### config.mk
export PLATFORM = sky130hd
export DESIGN_NAME = priority_task_scheduler
export DESIGN_NICKNAME = d
export VERILOG_FILES = /design/src/hdl/pts_pkg.sv /design/src/hdl/pts_table.sv /design/src/hdl/pts_ctrl.sv /design/src/hdl/priority_task_scheduler.sv
export SDC_FILE = /design/constraint.sdc
export NUM_CORES = 1
export LEC_CHECK = 0
export BUFFER_PORTS_ARGS = -buffer_cell sky130_fd_sc_hd__buf_2
export CORE_MARGIN = 8
export CORE_UTILIZATION = 40
export DETAILED_ROUTE_END_ITERATION = 10
export PLACE_DENSITY_LB_ADDON = 0.05
export SYNTH_ARGS = -nofsm -noshare
export SYNTH_HDL_FRONTEND = slang
export SYNTH_SLANG_ARGS = --single-unit
export TNS_END_PERCENT = 20
### constraint.sdc
create_clock -name clk -period 5.75 [get_ports clk]
set_clock_uncertainty 0.05 [all_clocks]
set_input_delay 0.2875 -clock clk [delete_from_list [all_inputs] [get_ports clk]]
set_output_delay 0.2875 -clock clk [all_outputs]
set_load 0.01 [all_outputs]
### src/hdl/pts_pkg.sv
package pts_pkg;

	localparam int NUM_TASKS_DEF = 8;
	localparam int PRIO_BITS_DEF = 3;

	localparam int TASK_W  = 3;
	localparam int PRIO_W  = 3;
	localparam int STAT_W  = 2;
	localparam int WAKE_W  = 32;
	localparam int SLICE_W = 16;
	localparam int APB_AW  = 1;
	localparam int APB_DW  = 32;

	localparam logic [SLICE_W-1:0] SLICE_RST = 16'd10;

	localparam logic [STAT_W-1:0] ST_SUSPENDED = 2'd0;
	localparam logic [STAT_W-1:0] ST_READY     = 2'd1;
	localparam logic [STAT_W-1:0] ST_RUNNING   = 2'd2;
	localparam logic [STAT_W-1:0] ST_BLOCKED   = 2'd3;

	localparam logic CMD_WRITE = 1'b0;
	localparam logic CMD_SCHED = 1'b1;

	localparam logic [APB_AW-1:0] REG_SLICE = 1'b0;

endpackage

### src/hdl/pts_table.sv
module pts_table #(
	parameter int NUM_TASKS = pts_pkg::NUM_TASKS_DEF,
	parameter int PRIO_BITS = pts_pkg::PRIO_BITS_DEF,
	localparam int IDX_W = $clog2(NUM_TASKS),
	localparam int ENT_W = 1 + pts_pkg::STAT_W + PRIO_BITS + pts_pkg::WAKE_W
) (
	input  logic             clk,
	input  logic             arst_n,
	input  logic             we,
	input  logic [IDX_W-1:0] waddr,
	input  logic [ENT_W-1:0] wdata,
	input  logic             re,
	input  logic [IDX_W-1:0] raddr,
	output logic [ENT_W-1:0] rdata
);
	import pts_pkg::*;

	// slot 0 holds the idle task, present and running out of reset
	localparam logic [ENT_W-1:0] RST_ENT0 =
		{1'b1, ST_RUNNING, {PRIO_BITS{1'b0}}, {WAKE_W{1'b0}}};

	logic [ENT_W-1:0]     mem [NUM_TASKS];
	logic [NUM_TASKS-1:0] vld_q;
	logic [ENT_W-1:0]     rd_s1;
	logic                 rvld_s1;
	logic [IDX_W-1:0]     raddr_s1;

	always_ff @(posedge clk) begin
		if (we)
			mem[waddr] <= wdata;
		if (re) begin
			rd_s1    <= mem[raddr];
			raddr_s1 <= raddr;
		end
	end

	always_ff @(posedge clk or negedge arst_n) begin
		if (!arst_n) begin
			vld_q   <= '0;
			rvld_s1 <= 1'b0;
		end else begin
			if (we)
				vld_q[waddr] <= 1'b1;
			if (re)
				rvld_s1 <= vld_q[raddr];
		end
	end

	// never-written slots read back as their reset contents
	always_comb begin
		if (rvld_s1)
			rdata = rd_s1;
		else if (raddr_s1 == '0)
			rdata = RST_ENT0;
		else
			rdata = '0;
	end

endmodule

### src/hdl/pts_ctrl.sv
module pts_ctrl #(
	parameter int NUM_TASKS = pts_pkg::NUM_TASKS_DEF,
	parameter int PRIO_BITS = pts_pkg::PRIO_BITS_DEF,
	localparam int IDX_W = $clog2(NUM_TASKS),
	localparam int ENT_W = 1 + pts_pkg::STAT_W + PRIO_BITS + pts_pkg::WAKE_W
) (
	input  logic                        clk,
	input  logic                        arst_n,
	input  logic                        start,
	output logic                        busy,
	input  logic                        cmd,
	input  logic [pts_pkg::TASK_W-1:0]  entry_index,
	input  logic                        entry_valid,
	input  logic [pts_pkg::STAT_W-1:0]  entry_state,
	input  logic [pts_pkg::PRIO_W-1:0]  entry_priority,
	input  logic [pts_pkg::WAKE_W-1:0]  entry_wake_time,
	input  logic [pts_pkg::WAKE_W-1:0]  now_tick,
	input  logic [pts_pkg::SLICE_W-1:0] slice_len,
	output logic                        tbl_we,
	output logic [IDX_W-1:0]            tbl_waddr,
	output logic [ENT_W-1:0]            tbl_wdata,
	output logic                        tbl_re,
	output logic [IDX_W-1:0]            tbl_raddr,
	input  logic [ENT_W-1:0]            tbl_rdata,
	output logic                        done,
	output logic                        switched,
	output logic [pts_pkg::TASK_W-1:0]  from_task,
	output logic [pts_pkg::TASK_W-1:0]  to_task,
	output logic [pts_pkg::SLICE_W-1:0] slice_value
);
	import pts_pkg::*;

	typedef struct packed {
		logic                 present;
		logic [STAT_W-1:0]    status;
		logic [PRIO_BITS-1:0] level;
		logic [WAKE_W-1:0]    wake;
	} ent_t;

	localparam logic [2:0] S_IDLE    = 3'd0;
	localparam logic [2:0] S_SCAN    = 3'd1;
	localparam logic [2:0] S_LAST    = 3'd2;
	localparam logic [2:0] S_DEMOTE  = 3'd3;
	localparam logic [2:0] S_PROMOTE = 3'd4;

	localparam logic [IDX_W-1:0] LAST_IDX = IDX_W'(NUM_TASKS - 1);

	logic [2:0]           state_q;
	logic [IDX_W-1:0]     cnt_q;
	logic [IDX_W-1:0]     run_q;
	logic                 found_q;
	logic [IDX_W-1:0]     best_idx_q;
	logic [PRIO_BITS-1:0] best_lvl_q;
	ent_t                 best_ent_q;
	ent_t                 zero_ent_q;
	ent_t                 run_ent_q;
	logic [WAKE_W-1:0]    now_q;
	logic                 proc_vld_s1;
	logic [IDX_W-1:0]     proc_idx_s1;
	logic                 done_q;
	logic                 switched_q;
	logic [TASK_W-1:0]    from_q;
	logic [TASK_W-1:0]    to_q;
	logic [SLICE_W-1:0]   slice_q;

	ent_t             rd_ent;
	ent_t             nxt_ent;
	ent_t             wr_ent;
	ent_t             wd_ent;
	ent_t             pick_ent;
	logic             woke;
	logic             cand;
	logic             accept;
	logic             in_range;
	logic [IDX_W-1:0] pick_idx;
	logic             do_switch;
	logic             demote;
	logic             fix_zero;

	assign rd_ent = ent_t'(tbl_rdata);
	assign accept = start && (state_q == S_IDLE);
	assign busy   = (state_q != S_IDLE);

	assign in_range = int'(entry_index) < NUM_TASKS;
	assign wr_ent   = '{present: entry_valid, status: entry_state,
	                    level: PRIO_BITS'(entry_priority), wake: entry_wake_time};

	// wake-up check on the entry coming back from the table
	always_comb begin
		nxt_ent = rd_ent;
		woke    = rd_ent.present && (rd_ent.status == ST_BLOCKED) && (now_q >= rd_ent.wake);
		if (woke)
			nxt_ent.status = ST_READY;
		// >= lets the later slot win a tie
		cand = proc_vld_s1 && nxt_ent.present && (nxt_ent.status == ST_READY) &&
			(nxt_ent.level >= best_lvl_q);
	end

	assign pick_idx  = found_q ? best_idx_q : '0;
	assign pick_ent  = found_q ? best_ent_q : zero_ent_q;
	assign do_switch = (pick_idx != run_q);
	assign demote    = do_switch && (run_ent_q.status == ST_RUNNING);
	assign fix_zero  = !found_q && (zero_ent_q.status != ST_RUNNING);

	always_comb begin
		tbl_we    = 1'b0;
		tbl_waddr = proc_idx_s1;
		wd_ent    = nxt_ent;
		tbl_re    = 1'b0;
		tbl_raddr = cnt_q;
		unique case (state_q)
			S_IDLE: begin
				if (accept && (cmd == CMD_WRITE) && in_range) begin
					tbl_we    = 1'b1;
					tbl_waddr = IDX_W'(entry_index);
					wd_ent    = wr_ent;
				end
			end
			S_SCAN: begin
				tbl_re = 1'b1;
				tbl_we = proc_vld_s1 && woke;
			end
			S_LAST: begin
				tbl_we = proc_vld_s1 && woke;
			end
			S_DEMOTE: begin
				tbl_we        = demote;
				tbl_waddr     = run_q;
				wd_ent        = run_ent_q;
				wd_ent.status = ST_READY;
			end
			S_PROMOTE: begin
				if (do_switch) begin
					tbl_we        = 1'b1;
					tbl_waddr     = pick_idx;
					wd_ent        = pick_ent;
					wd_ent.status = ST_RUNNING;
				end else if (fix_zero) begin
					tbl_we        = 1'b1;
					tbl_waddr     = '0;
					wd_ent        = zero_ent_q;
					wd_ent.status = ST_READY;
				end
			end
			default: ;
		endcase
	end

	assign tbl_wdata = wd_ent;

	always_ff @(posedge clk or negedge arst_n) begin
		if (!arst_n) begin
			state_q     <= S_IDLE;
			cnt_q       <= '0;
			run_q       <= '0;
			found_q     <= 1'b0;
			proc_vld_s1 <= 1'b0;
			done_q      <= 1'b0;
		end else begin
			done_q      <= 1'b0;
			proc_vld_s1 <= (state_q == S_SCAN);
			if (cand)
				found_q <= 1'b1;
			unique case (state_q)
				S_IDLE: begin
					if (accept) begin
						if (cmd == CMD_SCHED) begin
							state_q <= S_SCAN;
							cnt_q   <= '0;
							found_q <= 1'b0;
						end else begin
							done_q <= 1'b1;
						end
					end
				end
				S_SCAN: begin
					if (cnt_q == LAST_IDX)
						state_q <= S_LAST;
					else
						cnt_q <= cnt_q + 1'b1;
				end
				S_LAST:   state_q <= S_DEMOTE;
				S_DEMOTE: state_q <= S_PROMOTE;
				S_PROMOTE: begin
					state_q <= S_IDLE;
					done_q  <= 1'b1;
					run_q   <= pick_idx;
				end
				default: state_q <= S_IDLE;
			endcase
		end
	end

	always_ff @(posedge clk) begin
		proc_idx_s1 <= cnt_q;
		if (accept && (cmd == CMD_SCHED)) begin
			now_q      <= now_tick;
			best_lvl_q <= '0;
			best_idx_q <= '0;
		end
		if (cand) begin
			best_idx_q <= proc_idx_s1;
			best_lvl_q <= nxt_ent.level;
			best_ent_q <= nxt_ent;
		end
		if (proc_vld_s1 && (proc_idx_s1 == '0))
			zero_ent_q <= nxt_ent;
		if (proc_vld_s1 && (proc_idx_s1 == run_q))
			run_ent_q <= nxt_ent;
		if (accept && (cmd == CMD_WRITE)) begin
			switched_q <= 1'b0;
			from_q     <= TASK_W'(run_q);
			to_q       <= TASK_W'(run_q);
			slice_q    <= '0;
		end
		if (state_q == S_PROMOTE) begin
			switched_q <= do_switch;
			from_q     <= TASK_W'(run_q);
			to_q       <= TASK_W'(pick_idx);
			slice_q    <= do_switch ? slice_len : '0;
		end
	end

	assign done        = done_q;
	assign switched    = switched_q;
	assign from_task   = from_q;
	assign to_task     = to_q;
	assign slice_value = slice_q;

	a_no_rw_clash: assert property (@(posedge clk) disable iff (!arst_n)
		tbl_we && tbl_re |-> tbl_waddr != tbl_raddr)
		else $error("table write and read hit the same slot");

	a_done_idle: assert property (@(posedge clk) disable iff (!arst_n)
		done |-> !busy)
		else $error("result strobed while a pass is in progress");

	a_promote_done: assert property (@(posedge clk) disable iff (!arst_n)
		state_q == S_PROMOTE |=> done)
		else $error("pass finished without a result");

	a_no_switch: assert property (@(posedge clk) disable iff (!arst_n)
		done && !switched |-> from_task == to_task && slice_value == '0)
		else $error("no-switch result carries a task change or slice");

	a_run_change: assert property (@(posedge clk) disable iff (!arst_n)
		!$stable(run_q) |-> $past(state_q) == S_PROMOTE)
		else $error("running task changed outside a pass");

endmodule

### src/hdl/priority_task_scheduler.sv
// Priority task scheduler: decision logic of a fixed-priority preemptive kernel.
// Requests enter on start/busy: a request is taken on a clock edge with start high
// and busy low. cmd selects a slot write (entry_* fields) or a scheduling pass at
// now_tick. Every request yields one result, strobed by done for a single cycle:
// switched, from_task, to_task and slice_value.
// A slot write reports on the cycle after acceptance. A pass reads the task
// table one slot per cycle through its single read port, writes back wake-ups on
// the fly, then passes through the LAST, DEMOTE and PROMOTE states, demoting the
// old task and promoting the new one, with busy high meanwhile. Requests are handled
// one at a time; a new request may be taken on the cycle done is high.
// The results cannot be held off; done is a pulse and must be sampled when high.
// slice_length sits at APB address 0. The user must write it only while the block
// is idle; the block itself does not enforce this. Reset (arst_n low) restores
// slice_length to 10, makes the idle task (slot 0) present and running and all
// other slots empty; no clearing pass is needed.
module priority_task_scheduler #(
	parameter int NUM_TASKS = pts_pkg::NUM_TASKS_DEF,
	parameter int PRIO_BITS = pts_pkg::PRIO_BITS_DEF
) (
	input  logic                        clk,
	input  logic                        arst_n,
	input  logic                        psel,
	input  logic                        penable,
	input  logic                        pwrite,
	input  logic [pts_pkg::APB_AW-1:0]  paddr,
	input  logic [pts_pkg::APB_DW-1:0]  pwdata,
	output logic [pts_pkg::APB_DW-1:0]  prdata,
	output logic                        pready,
	input  logic                        start,
	output logic                        busy,
	input  logic                        cmd,
	input  logic [pts_pkg::TASK_W-1:0]  entry_index,
	input  logic                        entry_valid,
	input  logic [pts_pkg::STAT_W-1:0]  entry_state,
	input  logic [pts_pkg::PRIO_W-1:0]  entry_priority,
	input  logic [pts_pkg::WAKE_W-1:0]  entry_wake_time,
	input  logic [pts_pkg::WAKE_W-1:0]  now_tick,
	output logic                        done,
	output logic                        switched,
	output logic [pts_pkg::TASK_W-1:0]  from_task,
	output logic [pts_pkg::TASK_W-1:0]  to_task,
	output logic [pts_pkg::SLICE_W-1:0] slice_value
);
	import pts_pkg::*;

	localparam int IDX_W = $clog2(NUM_TASKS);
	localparam int ENT_W = 1 + STAT_W + PRIO_BITS + WAKE_W;

	logic [SLICE_W-1:0] slice_len_q;
	logic               tbl_we;
	logic [IDX_W-1:0]   tbl_waddr;
	logic [ENT_W-1:0]   tbl_wdata;
	logic               tbl_re;
	logic [IDX_W-1:0]   tbl_raddr;
	logic [ENT_W-1:0]   tbl_rdata;

	assign pready = 1'b1;

	always_ff @(posedge clk or negedge arst_n) begin
		if (!arst_n)
			slice_len_q <= SLICE_RST;
		else if (psel && penable && pwrite && (paddr == REG_SLICE))
			slice_len_q <= pwdata[SLICE_W-1:0];
	end

	assign prdata = (paddr == REG_SLICE) ? APB_DW'(slice_len_q) : '0;

	pts_table #(
		.NUM_TASKS(NUM_TASKS),
		.PRIO_BITS(PRIO_BITS)
	) u_table (
		.clk   (clk),
		.arst_n(arst_n),
		.we    (tbl_we),
		.waddr (tbl_waddr),
		.wdata (tbl_wdata),
		.re    (tbl_re),
		.raddr (tbl_raddr),
		.rdata (tbl_rdata)
	);

	pts_ctrl #(
		.NUM_TASKS(NUM_TASKS),
		.PRIO_BITS(PRIO_BITS)
	) u_ctrl (
		.clk            (clk),
		.arst_n         (arst_n),
		.start          (start),
		.busy           (busy),
		.cmd            (cmd),
		.entry_index    (entry_index),
		.entry_valid    (entry_valid),
		.entry_state    (entry_state),
		.entry_priority (entry_priority),
		.entry_wake_time(entry_wake_time),
		.now_tick       (now_tick),
		.slice_len      (slice_len_q),
		.tbl_we         (tbl_we),
		.tbl_waddr      (tbl_waddr),
		.tbl_wdata      (tbl_wdata),
		.tbl_re         (tbl_re),
		.tbl_raddr      (tbl_raddr),
		.tbl_rdata      (tbl_rdata),
		.done           (done),
		.switched       (switched),
		.from_task      (from_task),
		.to_task        (to_task),
		.slice_value    (slice_value)
	);

endmodule
Word level (Yosys, flattened, before mapping)
Memories as Yosys holds them, arrays and structs flattened. A register that Yosys moved wholly into a read port is not among the register bits.
Index checks and enable logic that the tools add are counted.
{ "classes": {"addsub": 1, "magnitude_cmp": 5, "reduce_logical": 28, "muxes": 51, "bitwise_logic": 3, "eq_ne": 15} }
{ "op_table": {"columns": ["operator", "n"], "rows": [
  ["two-way mux 38 bit", 6],
  ["one-hot mux 38 bit (3 select lines)", 1],
  ["two-way mux 16 bit", 4],
  ["two-way mux 3 bit", 16],
  [">= comparator 32 bit", 1],
  ["logical AND 1 bit", 17],
  ["two-way mux 1 bit", 16],
  ["one-hot mux 3 bit (4 select lines)", 1],
  ["zero test 3 bit", 3],
  ["one-hot mux 3 bit (3 select lines)", 1],
  ["< comparator 3 x 4 -> 1 bit (second input constant)", 2],
  ["inequality test 2 bit (second input constant)", 4],
  ["OR 8 bit", 1],
  ["equality test 3 x 2 -> 1 bit (second input constant)", 2],
  ["equality test 3 bit (second input constant)", 2],
  ["one-hot mux 3 bit (2 select lines)", 1],
  ["nonzero test 2 bit", 3],
  ["equality test 2 bit (second input constant)", 2],
  ["one-hot mux 1 bit (4 select lines)", 1],
  ["AND reduction 4 bit", 1],
  ["adder 3 x 1 -> 3 bit (second input constant)", 1],
  ["binary-select mux 1 bit (select 3 bit)", 1],
  ["demux 1 bit (select 3 bit)", 1],
  ["equality test 3 x 1 -> 1 bit (second input constant)", 1],
  ["13 further kinds", 14]
]} }
{ "word_totals": {"ff_bits": 218, "n_memories": 1, "ramBits": 304, "word_cells": 134, "output_inout_bits": 58} }
{ "mem_list": {"columns": ["memory", "words", "word_bits", "rd", "rd_clocked_by_memory_dff", "wr", "line_no", "source"], "rows": [
  ["u_table.mem", 8, 38, 1, 1, 1, "pts_table.sv:22", "logic [ENT_W-1:0] mem [NUM_TASKS];"]
]} }

Logic depth before layout (Yosys ltp)
{ "depth": {"ltp_word": 14, "ltp_mapped": 12, "depth_no_buf": 8} }

Cells and area by module
A second synthesis with hierarchy kept.
{ "hier_totals": {"cells_unflattened": 1214, "hier_area_um2": 22688.0} }
{ "modules_own_cells": {"columns": ["mod", "instances", "cells_per_inst", "seq_area_each_um2", "area_per_inst_um2"], "rows": [
  ["pts_table", 1, 561, 10585.2, 13436.6],
  ["pts_ctrl", 1, 583, 5555.3, 8349.3],
  ["priority_task_scheduler", 1, 70, 402.9, 902.1]
]} }

Worst setup path before layout
OpenSTA, ideal clock, no wires.
{ "synth_path": {"path_kind": "flip-flop to flip-flop", "start": "register u_table.rvld_s1", "end": "memory u_table.mem[4][0] in the netlist's numbering, enable pin", "path_stages_with_launch": 13, "path_buffers": 4, "synth_period_minus_slack_ps": 5920, "arrival_ps": 5389, "setup_time_ps": 481, "setup_slack_ps": -170, "path_cell_list": "dfrtp_1 > clkbuf_1 > buf_1 > clkbuf_1 > nand2_1 > ha_1 > nand4_1 > nor4_1 > a221oi_1 > a21boi_1 > a211oi_4 > buf_6 > nor3_1"} }
{ "synth_via": {"elab_chain_len": 8, "word_cells_on_any_way": 9, "classes_between": "order compare: 1; eq/ne: 1; mux: 4; reduce/logical: 3"} }
{ "synth_rtl": {"columns": ["item", "line_no", "source"], "rows": [
  ["from (decl)", "pts_table.sv:25", "logic rvld_s1;"],
  ["from (signal assigned)", "pts_table.sv:45", "rvld_s1 <= vld_q[raddr];"],
  ["two-way mux 38 bit (*)", "pts_table.sv:51", "if (rvld_s1)"],
  ["branches (longest 2 deep; another with >= comparator 32 bit)", null, null],
  ["logical AND 1 bit (*)", "pts_ctrl.sv:91", "woke = rd_ent.present && (rd_ent.status == ST_BLOCKED) && (now_q >= rd_ent.wake);"],
  ["logical AND 1 bit (*)", "pts_ctrl.sv:121, pts_ctrl.sv:124", null],
  ["one-hot mux 1 bit (4 select lines) (*)", "pts_ctrl.sv:111", "unique case (state_q)"],
  ["two-way mux 1 bit (*)", "pts_table.sv:29", "if (we)"],
  ["two-way mux 1 bit (implied by the code) (*)", "pts_table.sv:30", "mem[waddr] <= wdata;"],
  ["to (decl)", "pts_table.sv:22", null]
]} }
Every way passes the cells marked *.

Worst setup path in the final report
{ "layout_path": {"start": "register u_table.rvld_s1", "end": "memory u_table.mem[4][20] in the netlist's numbering, enable pin"} }
Same word-level chain as after synthesis.

==> out/results.md <==
| Quantity | Reported |
|---|---|
| Slew @ Worst Pin | 1.14 ns |
| Number of instances in the synthesized netlist | 1257 |
| All-Layer GR Usage | 0.183 |
| Detailed-placement wirelength estimate | 35400 um |
| Status | finished clean |
| Number of max-capacitance violations reported | 0 |
| Placed inst area | 24400 um^2 |
| Final-layout setup total negative slack | 0 ns |
| Origin of the critical flop-to-flop path | u_table.rvld_s1 |
| Post-synthesis cell area | 22700 um^2 |
| Post-synth ARST share | 0.0663 |
| Wire length after detailed routing | 59500 um |
| Largest net degree at the start of global routing | 83 |
| Cell Pwr Density | 531 nW/um^2 |
| Initial Util | 0.403 |
| Number of antenna violations at the first check in global routing | 2 |
| Worst endpoint required time | 5.96 ns |
| Number of cell instances on the worst register-to-register path | 9 |
| Drt drc | 0 |
| Leading area contributor after synthesis | sky130_fd_sc_hd__edfxtp_1 |
| CTS H-tree depth | 2 |
| Final number of max-transition violations | 0 |
| Layout net count | 1627 |
| Number of flops mapped to enable cells by yosys | 518 |
| Die H | 254 um |
| Seq cells post-synth | 558 |
| Seq/Total Area, Yosys | 0.730 |
| Routability cong. | 0.775 |
| Count of vias placed by the detailed router | 12.3k |
| Number of search-and-repair iterations in the first detailed-routing pass | 6 |
| Count of antenna diodes in the layout | 0 |
| Global-route wire length before repair | 86800 um |
| Cell Rows | 87 |
| Final Hold Vio Count | 0 |
| I/O pin count | 171 |
| Endpoint of the most critical register-to-register path | u_table.mem[4][20] |
| Violation count after the first detailed-routing iteration | 1113 |
| Ys Warns | 0 |
| Average footprint of a synthesized cell | 18.0 um^2 |
| Vias in the first global route | 12.8k |
| Overall die area | 64500 um^2 |
| Clock root buffer master | sky130_fd_sc_hd__clkbuf_16 |
| Non-Filler Instances | 2282 |
| Max Clock Freq | 208 MHz |
| Worst skew pair latency | 0.63 ns |
| Largest voltage drop on the vdd net | 0.278 mV |
| Hold_sp | start |
| CTS tree | yes |
| Fraction of the cycle the final worst path needs | 0.837 |
| Final core utilization | 0.477 |
| Number of nets with antenna violations after detailed routing | 0 |
| CP Class | reg2reg |
| Leakage dissipation | 9.37 nW |
| Worst Hold Path Cells | 4 |
| Number of failing setup endpoints in the final timing report | 0 |
| Power consumption | 14.2 mW |
| Worst min-delay path class | in2reg |
| RSZ-0062 raised after global routing | false |
| Core area | 56200 um^2 |
| Capture endpoint of the worst hold path | u_ctrl.state_q[0] |
| Leading post-synthesis cells by cell area | sky130_fd_sc_hd__edfxtp_1, sky130_fd_sc_hd__mux4_2, sky130_fd_sc_hd__dfrtp_1 |
| Vias per std cell | 5.40 |
| Clock transition at the register clock pins on the worst setup and hold paths after CTS | 0.06 ns |
| Floorplan die width | 254 um |
| Critical path endpoint category | flop |
| PnR worst setup slack | 0.938 ns |
| Data arrival time of the critical path | 5.02 ns |
| Synth Flop Type | sky130_fd_sc_hd__edfxtp_1 |
| Share of the synthesized area in the top cell type | 0.687 |
| Final Cell Area | 26800 um^2 |
| Worst setup SP type | flop |
| Post CTS Setup Buffer Count | 0 |
| Worst hold slack | 0.0749 ns |
| Routed wire per std cell | 26.1 um |
| Critical path peak fanout | 28 |
| Number of buffers on the longest clock path | 3 |
| Number of buffers added by the clock tree synthesis step | 60 |
| Unique cell type count in the Yosys netlist | 76 |
| Worst-case register-to-register setup slack | 0.94 ns |
| Overflow left after global routing | 0 |
| IO Port Bufs | 137 |
| Share of layout cells above drive strength 1 | 0.285 |
| Area growth syn-to-layout | 18.3% |
| Post-layout minimum cycle time | 4.81 ns |
| Number of sinks handled by clock tree synthesis | 558 |
| Worst slack at placement | 0.762 ns |
| Placed Cells incl. Taps | 2122 |
| Remaining max-slew budget at the tightest pin | 0.240 |
[state kept, by name, summed over array words and instances, names as in the netlist, 8 cells and up]
signal	cells
u_ctrl.slice_value	16
u_ctrl.best_ent_q	36
u_table.mem	304
slice_len_q	16
u_ctrl.run_ent_q	38
u_ctrl.now_q	32
u_table.rd_s1	38
u_table.vld_q	8
u_ctrl.zero_ent_q	38
[worst max-delay path by stage]
stage | startpoint | end | slack, ns | cells past startpoint
finish | u_table.rvld_s1 | u_table.mem[4][20] | 0.94 | 9
global route | u_table.rvld_s1 | u_table.mem[4][25] | 0.70 | 9
CTS | u_table.rvld_s1 | u_table.mem[4][23] | 0.74 | 9
detailed placement | u_table.rvld_s1 | u_table.mem[4][25] | 0.76 | 9
global placement | u_table.rvld_s1 | u_table.mem[4][25] | 0.80 | 9
floorplan | u_table.rvld_s1 | u_table.mem[4][0] | -0.17 | 12
[synthesized netlist by cell type, drive strengths merged, types with 6 or more instances]
master	n
a21oi	32
mux4	78
a22oi	28
ha	37
and3	6
edfxtp	518
a222oi	32
inv	58
nand2b	7
nor2b	20
clkbuf	35
buf	45
nor3	15
mux2	57
mux2i	6
o31ai	7
o21ai	39
and2	22
o221ai	12
dfrtp	35
nand2	56
nor2	24
[layout make-up]
class / instances / area (um^2)
clock buffers: 80 / 1630
clock inverters: 31 / 314
fillers: 4820 / 29400
inverters: 58 / 218
multi-input cells: 576 / 5610
flip-flops and latches: 558 / 16600
well taps: 756 / 946
repair buffers: 223 / 1520
[layout by cell type (no fill, tap or decap), types with 7 or more instances in the layout]
master,instances
sky130_fd_sc_hd__nor3_2,7
sky130_fd_sc_hd__nand2_1,56
sky130_fd_sc_hd__dfrtp_1,32
sky130_fd_sc_hd__and2_1,21
sky130_fd_sc_hd__clkbuf_1,17
sky130_fd_sc_hd__dlygate4sd3_1,49
sky130_fd_sc_hd__nand2b_1,7
sky130_fd_sc_hd__nor2b_1,20
sky130_fd_sc_hd__clkinv_1,15
sky130_fd_sc_hd__mux4_2,78
sky130_fd_sc_hd__a22oi_1,28
sky130_fd_sc_hd__edfxtp_1,518
sky130_fd_sc_hd__clkbuf_16,62
sky130_fd_sc_hd__nor2_1,19
sky130_fd_sc_hd__a21oi_1,29
sky130_fd_sc_hd__buf_4,32
sky130_fd_sc_hd__a222oi_1,32
sky130_fd_sc_hd__ha_1,37
sky130_fd_sc_hd__o221ai_1,10
sky130_fd_sc_hd__o21ai_0,35
sky130_fd_sc_hd__inv_1,56
sky130_fd_sc_hd__mux2_2,57
sky130_fd_sc_hd__conb_1,17
sky130_fd_sc_hd__buf_2,137
sky130_fd_sc_hd__nor3_1,7
[kinds of logic after synthesis]
family,share of synthesized area
compound gates,0.0691
xor+xnor,0.00226
fa+ha+maj,0.0204
buf+inv,0.0278
flops,0.730
mux,0.109
other cells,0.000332
simple gates,0.0413
[metal layers]
layer / wire, um / global-route usage / share of wire / vias up
li1: - / - / - / 5474
met1: 27000 / 0.261 / 0.45 / 6380
met2: 27600 / 0.289 / 0.46 / 379
met3: 3390 / 0.0281 / 0.057 / 90
met4: 1430 / 0.0546 / 0.024 / 2
met5: 9 / 0 / 0.00015 / -
[repair_timing]
action / CTS / global route
gates resized for setup: 0 / 0
hold endpoints to repair: 83 / 0
hold buffers: 49 / 0
[critical path, cell delays in order, from the launching register on]
cell                       delay [ns]
sky130_fd_sc_hd__dfrtp_1         0.84
sky130_fd_sc_hd__nand2_1         0.28
sky130_fd_sc_hd__ha_1            0.40
sky130_fd_sc_hd__nand4_1         0.15
sky130_fd_sc_hd__nor4_1          0.63
sky130_fd_sc_hd__nand2_1         0.26
sky130_fd_sc_hd__a31oi_1         0.62
sky130_fd_sc_hd__a211oi_4        0.35
sky130_fd_sc_hd__nor3_2          0.29
sky130_fd_sc_hd__buf_4           0.51
[where the power goes]
group	total, mW	switching, mW	leakage (nW)	internal (mW)
Sequential	6.26	0.321	5.17	5.94
Clock	3.83	1.58	0.934	2.25
Combinational	4.15	2.66	3.27	1.49
Total	14.2	4.56	9.37	9.67
Note: power is estimated with default switching activity, not from simulation.
